$ cat config.mk
export PLATFORM = sky130hd
export DESIGN_NAME = rep_seg_eval
export DESIGN_NICKNAME = d
export VERILOG_FILES = /design/src/rep_pkg.sv /design/src/rep_divider.sv /design/src/rep_seg_eval.sv
export SDC_FILE = /design/constraint.sdc
export NUM_CORES = 2
export LEC_CHECK = 0
export ABC_AREA = 1
export BUFFER_PORTS_ARGS = -buffer_cell sky130_fd_sc_hd__buf_2
export CORE_UTILIZATION = 45
export DETAILED_ROUTE_END_ITERATION = 8
export SLEW_MARGIN = 25
export SYNTH_ARGS = -nofsm -noshare
export SYNTH_HDL_FRONTEND = slang
export SYNTH_SLANG_ARGS = --single-unit
$ cat constraint.sdc
create_clock -name clk_i -period 28.5 [get_ports clk_i]
set_input_delay 1.425 -clock clk_i [delete_from_list [all_inputs] [get_ports clk_i]]
set_output_delay 1.425 -clock clk_i [all_outputs]
set_load 0.05 [all_outputs]
$ cat src/rep_pkg.sv
`default_nettype none
package rep_pkg;

  localparam int ROUTE_DEPTH = 256;
  localparam int FRAC_BITS   = 16;
  localparam int COORD_W     = 24;
  localparam int MAX_W       = 23;
  localparam int LIM_W       = 2 * MAX_W;
  localparam int CNT_W       = $clog2(ROUTE_DEPTH + 1);
  localparam int IDX_W       = $clog2(ROUTE_DEPTH);
  localparam int DIFF_W      = COORD_W + 1;
  localparam int MUL_W       = COORD_W + 3;
  localparam int ACC_W       = 2 * MUL_W;
  localparam int T_W         = FRAC_BITS + 1;
  localparam int DCNT_W      = $clog2(FRAC_BITS + 1);
  localparam int PT_W        = 3 * COORD_W;

  localparam logic [1:0] SRC_ROUTE = 2'd0;
  localparam logic [1:0] SRC_HELD  = 2'd1;
  localparam logic [1:0] SRC_INPUT = 2'd2;

  localparam logic [T_W-1:0] T_ONE = {1'b1, {FRAC_BITS{1'b0}}};

  typedef struct packed {
    logic signed [COORD_W-1:0] x;
    logic signed [COORD_W-1:0] y;
    logic signed [COORD_W-1:0] z;
  } point_t;

  typedef struct packed {
    logic                      done;
    logic [ACC_W-1:0]          d2;
    logic signed [COORD_W-1:0] z;
  } seg_res_t;

  typedef enum logic [2:0] {
    ST_IDLE,
    ST_RD0,
    ST_START,
    ST_FETCH,
    ST_EVAL,
    ST_FINAL
  } ctrl_state_e;

  typedef enum logic [2:0] {
    EV_IDLE,
    EV_LEN,
    EV_DIVS,
    EV_DIV,
    EV_PROJ,
    EV_DIST,
    EV_DONE
  } eval_state_e;

endpackage
`default_nettype wire

$ cat src/rep_divider.sv
`default_nettype none
module rep_divider (
  input  wire logic                               clk_i,
  input  wire logic                               rst_ni,
  input  wire logic                               start_i,
  input  wire logic [rep_pkg::ACC_W-1:0]          num_i,
  input  wire logic [rep_pkg::ACC_W-1:0]          den_i,
  output logic                                    done_o,
  output logic [rep_pkg::FRAC_BITS-1:0]           quot_o
);
  import rep_pkg::*;

  logic [ACC_W-1:0]     rem_q, rem_d, den_q, rem_sh;
  logic [FRAC_BITS-1:0] quot_q, quot_d;
  logic [DCNT_W-1:0]    cnt_q;
  logic                 busy_q, done_q;

  always_comb begin
    rem_sh = rem_q << 1;
    if (rem_sh >= den_q) begin
      rem_d  = rem_sh - den_q;
      quot_d = {quot_q[FRAC_BITS-2:0], 1'b1};
    end else begin
      rem_d  = rem_sh;
      quot_d = {quot_q[FRAC_BITS-2:0], 1'b0};
    end
  end

  always_ff @(posedge clk_i or negedge rst_ni) begin
    if (!rst_ni) begin
      busy_q <= 1'b0;
      done_q <= 1'b0;
      cnt_q  <= '0;
    end else begin
      done_q <= 1'b0;
      if (start_i) begin
        busy_q <= 1'b1;
        cnt_q  <= '0;
      end else if (busy_q) begin
        cnt_q <= cnt_q + DCNT_W'(1);
        if (cnt_q == DCNT_W'(FRAC_BITS - 1)) begin
          busy_q <= 1'b0;
          done_q <= 1'b1;
        end
      end
    end
  end

  always_ff @(posedge clk_i) begin
    if (start_i) begin
      rem_q  <= num_i;
      den_q  <= den_i;
      quot_q <= '0;
    end else if (busy_q) begin
      rem_q  <= rem_d;
      quot_q <= quot_d;
    end
  end

  assign done_o = done_q;
  assign quot_o = quot_q;

endmodule
`default_nettype wire

$ cat src/rep_seg_eval.sv
`default_nettype none
module rep_seg_eval (
  input  wire logic              clk_i,
  input  wire logic              rst_ni,
  input  wire logic              start_i,
  input  wire rep_pkg::point_t   seg_s_i,
  input  wire rep_pkg::point_t   seg_e_i,
  input  wire rep_pkg::point_t   query_i,
  output rep_pkg::seg_res_t      res_o
);
  import rep_pkg::*;

  eval_state_e state_q, state_d;
  logic [2:0]  step_q;
  logic        last_step;

  logic signed [DIFF_W-1:0]  dx_q, dy_q, dz_q, rx_q, ry_q;
  logic signed [COORD_W-1:0] sz_q, z_q;
  logic signed [ACC_W-1:0]   len2_q, n_q, d2_q, mul_q, ofs;
  logic signed [MUL_W-1:0]   mul_a, mul_b, ox_q, oy_q, t_s;
  logic [T_W-1:0]            t_q;
  logic                      div_start, div_done;
  logic [FRAC_BITS-1:0]      div_quot;

  rep_divider u_div (
    .clk_i   (clk_i),
    .rst_ni  (rst_ni),
    .start_i (div_start),
    .num_i   (ACC_W'($unsigned(n_q))),
    .den_i   (ACC_W'($unsigned(len2_q))),
    .done_o  (div_done),
    .quot_o  (div_quot)
  );

  assign t_s = MUL_W'($signed({1'b0, t_q}));
  assign ofs = mul_q >>> FRAC_BITS;

  always_comb begin
    last_step = 1'b0;
    case (state_q)
      EV_LEN:  last_step = (step_q == 3'd4);
      EV_PROJ: last_step = (step_q == 3'd3);
      EV_DIST: last_step = (step_q == 3'd2);
      default: last_step = 1'b0;
    endcase
  end

  // next state
  always_comb begin
    state_d = state_q;
    case (state_q)
      EV_IDLE: if (start_i) state_d = EV_LEN;
      EV_LEN:  if (last_step) state_d = EV_DIVS;
      EV_DIVS: begin
        if (len2_q == '0 || n_q[ACC_W-1] || n_q == '0 || n_q >= len2_q) state_d = EV_PROJ;
        else state_d = EV_DIV;
      end
      EV_DIV:  if (div_done) state_d = EV_PROJ;
      EV_PROJ: if (last_step) state_d = EV_DIST;
      EV_DIST: if (last_step) state_d = EV_DONE;
      EV_DONE: state_d = EV_IDLE;
      default: state_d = EV_IDLE;
    endcase
  end

  // multiplier operands and divider launch
  always_comb begin
    mul_a     = '0;
    mul_b     = '0;
    div_start = 1'b0;
    case (state_q)
      EV_LEN: begin
        case (step_q)
          3'd0: begin mul_a = MUL_W'(dx_q); mul_b = MUL_W'(dx_q); end
          3'd1: begin mul_a = MUL_W'(dy_q); mul_b = MUL_W'(dy_q); end
          3'd2: begin mul_a = MUL_W'(rx_q); mul_b = MUL_W'(dx_q); end
          3'd3: begin mul_a = MUL_W'(ry_q); mul_b = MUL_W'(dy_q); end
          default: begin mul_a = '0; mul_b = '0; end
        endcase
      end
      EV_DIVS: div_start = !(len2_q == '0 || n_q[ACC_W-1] || n_q == '0 || n_q >= len2_q);
      EV_PROJ: begin
        case (step_q)
          3'd0: begin mul_a = t_s; mul_b = MUL_W'(dx_q); end
          3'd1: begin mul_a = t_s; mul_b = MUL_W'(dy_q); end
          3'd2: begin mul_a = t_s; mul_b = MUL_W'(dz_q); end
          default: begin mul_a = '0; mul_b = '0; end
        endcase
      end
      EV_DIST: begin
        case (step_q)
          3'd0: begin mul_a = ox_q; mul_b = ox_q; end
          3'd1: begin mul_a = oy_q; mul_b = oy_q; end
          default: begin mul_a = '0; mul_b = '0; end
        endcase
      end
      default: begin
        mul_a     = '0;
        mul_b     = '0;
        div_start = 1'b0;
      end
    endcase
  end

  always_ff @(posedge clk_i or negedge rst_ni) begin
    if (!rst_ni) begin
      state_q <= EV_IDLE;
      step_q  <= '0;
    end else begin
      state_q <= state_d;
      if (state_d != state_q) step_q <= '0;
      else                    step_q <= step_q + 3'd1;
    end
  end

  always_ff @(posedge clk_i) begin
    mul_q <= mul_a * mul_b;
    if (state_q == EV_IDLE && start_i) begin
      dx_q <= DIFF_W'(seg_e_i.x) - DIFF_W'(seg_s_i.x);
      dy_q <= DIFF_W'(seg_e_i.y) - DIFF_W'(seg_s_i.y);
      dz_q <= DIFF_W'(seg_e_i.z) - DIFF_W'(seg_s_i.z);
      rx_q <= DIFF_W'(query_i.x) - DIFF_W'(seg_s_i.x);
      ry_q <= DIFF_W'(query_i.y) - DIFF_W'(seg_s_i.y);
      sz_q <= seg_s_i.z;
    end
    case (state_q)
      EV_LEN: begin
        case (step_q)
          3'd1: len2_q <= mul_q;
          3'd2: len2_q <= len2_q + mul_q;
          3'd3: n_q    <= mul_q;
          3'd4: n_q    <= n_q + mul_q;
          default: ;
        endcase
      end
      EV_DIVS: begin
        if (len2_q == '0 || n_q[ACC_W-1] || n_q == '0) t_q <= '0;
        else if (n_q >= len2_q)                        t_q <= T_ONE;
      end
      EV_DIV: if (div_done) t_q <= {1'b0, div_quot};
      EV_PROJ: begin
        case (step_q)
          3'd1: ox_q <= MUL_W'(ACC_W'(rx_q) - ofs);
          3'd2: oy_q <= MUL_W'(ACC_W'(ry_q) - ofs);
          3'd3: z_q  <= COORD_W'(ACC_W'(sz_q) + ofs);
          default: ;
        endcase
      end
      EV_DIST: begin
        case (step_q)
          3'd1: d2_q <= mul_q;
          3'd2: d2_q <= d2_q + mul_q;
          default: ;
        endcase
      end
      default: ;
    endcase
  end

  assign res_o.done = (state_q == EV_DONE);
  assign res_o.d2   = $unsigned(d2_q);
  assign res_o.z    = z_q;

endmodule
`default_nettype wire

==> flow_summary.json <==
{
  "status": "finished, final reports clean",
  "boundaryPins": 298,
  "synth_top_area_frac": 0.208,
  "synthCells": 9403,
  "fin_skew_ps": 29.4,
  "grt_pass1_wl_um": 407000,
  "whs_endpoint": "u_div.quot_o[14]$_SDFFE_PP0P_",
  "gr-total-overflow": 0,
  "areaGrowthSynthToFinish_pct": 8.43,
  "num_vias": 65700,
  "die_h_um": 409,
  "critPathRequiredTime_ps": 29100,
  "cts_hold_buf": 0,
  "netlist_area_um2": 74500,
  "drc": 0,
  "portBuffers": 273,
  "worst_setup_path_start_kind": "register",
  "first_global_vias": 64700,
  "cts_resized": 0,
  "slew_headroom": 0.268,
  "place_congestion": 0.993,
  "crit_fanout": 51,
  "hp-class": "register to register",
  "layout.cells.non_filler": 11900,
  "ant_nets": 0,
  "drive_gt1_frac": 0.0634,
  "synth_area_leaders": "fa_1 21%, edfxtp_1 21%, ha_1 11%",
  "ys_ff_latch": 596,
  "synth_enable_flop_cells": 513,
  "setup_viol": 0,
  "period_needed_ps": 10580,
  "dp_cells": 11700,
  "synth_cell_type_count": 64,
  "reg2reg_from": "step_q[0]$_DFF_PN0_",
  "worst_path_largest_cell_delay_ps": 760,
  "holdPathStages": 2,
  "rsz0062_at_grt": "no",
  "crit_buf_inv": 6,
  "max_freq_mhz": 94.5,
  "grt_antenna_before_repair": 9,
  "grt_max_degree": 151,
  "finalCritPeriodShare": 0.371,
  "reg2reg_depth": 27,
  "drv_slew": 0,
  "drt_iter0_markers": 5665,
  "rows": 148,
  "cp_slowest_cell": "fa_1",
  "fin_tns_setup_ps": 0,
  "ys.warnings.count": 0,
  "worst_pin_slew_ps": 1100,
  "fin_util": 0.494,
  "cts_tree": "done",
  "first_pass_iters": 6,
  "synth.avg_cell_area_um2": 7.92,
  "cts.sinks": 596,
  "cts_buffer_depth": 3,
  "maxCapViolations": 0,
  "rrSetupSlack_ps": 17920,
  "yosys.area.top_type": "fa_1",
  "dp_hpwl_um": 229000,
  "arrival_ps": 11180,
  "wl_per_cell_um": 23.4,
  "cp-end-kind": "register",
  "clock-root-buffer": "clkbuf_16",
  "ys_seq_area_frac": 0.230,
  "ys.flop_type": "edfxtp_1",
  "die_area_um2": 167000,
  "postCtsSetupRepairBufs": 0,
  "vias_per_cell": 5.54,
  "crit_top_cell": "fa_1",
  "syn_nets": 11000,
  "hold_viol": 0,
  "track_usage": 0.327,
  "initial_utilization": 0.455,
  "r2r-end": "mul_q[53]$_DFF_P_",
  "path_clk_slew_ps": 70,
  "insertion_delay_ps": 700,
  "htree_levels": 3,
  "wirelength_um": 277000,
  "crit_family": "adder cells",
  "path_class": "register to register",
  "async_flop_share": 0.0218,
  "fp.dieW_um": 409,
  "nets": 11300,
  "numCtsBuffers": 74,
  "core_area_um2": 164000,
  "hold_start": "u_div.quot_o[13]$_SDFFE_PP0P_"
}
cells in the mapped netlist (104+ instances only):
library cell	instances
edfxtp_1	513
fa_1	773
inv_1	1757
nand3_1	346
xnor2_1	134
nand2_1	1985
a21oi_1	611
ha_1	627
nor2_1	869
o21ai_0	480
buf_2	104
xor2_1	214
worst min-delay path: stages (launching register included):
cell,delay [ps]
dfxtp_1,290
inv_1,80
o22ai_1,80
stage by stage:
| stage | setup WS [ps] | hold WS [ps] | area [um^2] |
|---|---|---|---|
| finish | 17920 | 485 | 80700 |
| global route | 17450 | 504 | 80700 |
| CTS | 18030 | 485 | 80700 |
| global placement | 18140 | 474 | 78300 |
| floorplan | 15940 | 457 | 74500 |
| detailed placement | 18060 | 475 | 78300 |
cells by family after synthesis:
kind of cell	synth area share
fa+ha+maj	0.313
flops	0.230
compound gates	0.121
xor+xnor	0.0409
simple gates	0.192
buf+inv	0.103
cell type report:
type                            instances  area [um^2]
Antenna cell                            5         12.5
Clock inverter                         37          417
Inverter                             1782         6690
Tap cell                             2175         2720
Fill cell                           16300        82800
Timing Repair Buffer                  349         1950
Clock buffer                           97         2020
Sequential cell                       596        17100
Multi-Input combinational cell       6828        49800
cells in the final DEF (no fill, tap or decap), types with 21 or more instances in the layout:
cell	instances
buf_2	273
a21oi_1	608
ha_1	627
clkbuf_16	75
fa_1	773
nor4_1	43
o21ai_0	479
o21ai_1	50
o21bai_1	63
nand3_1	340
nor3_1	70
o22ai_1	76
xor2_1	214
a31oi_1	83
inv_1	1757
a221oi_1	28
nand4_1	53
xnor2_1	134
dfxtp_1	70
nor2_1	863
buf_4	75
a21o_1	69
edfxtp_1	513
o211ai_1	25
nand2_1	1983
nand3_2	21
o21a_1	24
or2_2	51
flip-flops by register name (all words and copies together) (netlist names), 25 cells and up:
register,flops
d2_q,54
dx_q,25
dy_q,25
dz_q,25
len2_q,54
mul_q,54
n_q,54
ox_q,27
oy_q,27
rx_q,25
ry_q,25
u_div.den_q,54
u_div.rem_q,53
layer usage:
metal | routed length, um | track usage
met5 | 13 | 0
met3 | 20500 | 0.0554
met1 | 115000 | 0.425
met4 | 12500 | 0.126
met2 | 130000 | 0.543
worst max-delay path by stage:
stage | startpoint | to | slack [ps] | cells past startpoint
floorplan | start_i | step_q[0]$_DFF_PN0_ | 15940 | 7
global placement | step_q[0]$_DFF_PN0_ | mul_q[51]$_DFF_P_ | 18140 | 29
detailed placement | step_q[0]$_DFF_PN0_ | mul_q[53]$_DFF_P_ | 18060 | 27
CTS | step_q[0]$_DFF_PN0_ | mul_q[53]$_DFF_P_ | 18030 | 27
global route | step_q[0]$_DFF_PN0_ | mul_q[53]$_DFF_P_ | 17450 | 30
finish | step_q[0]$_DFF_PN0_ | mul_q[53]$_DFF_P_ | 17920 | 27
Power is not shown: default switching activity piles up to over one toggle a cycle in this logic, so the estimate is an artifact.
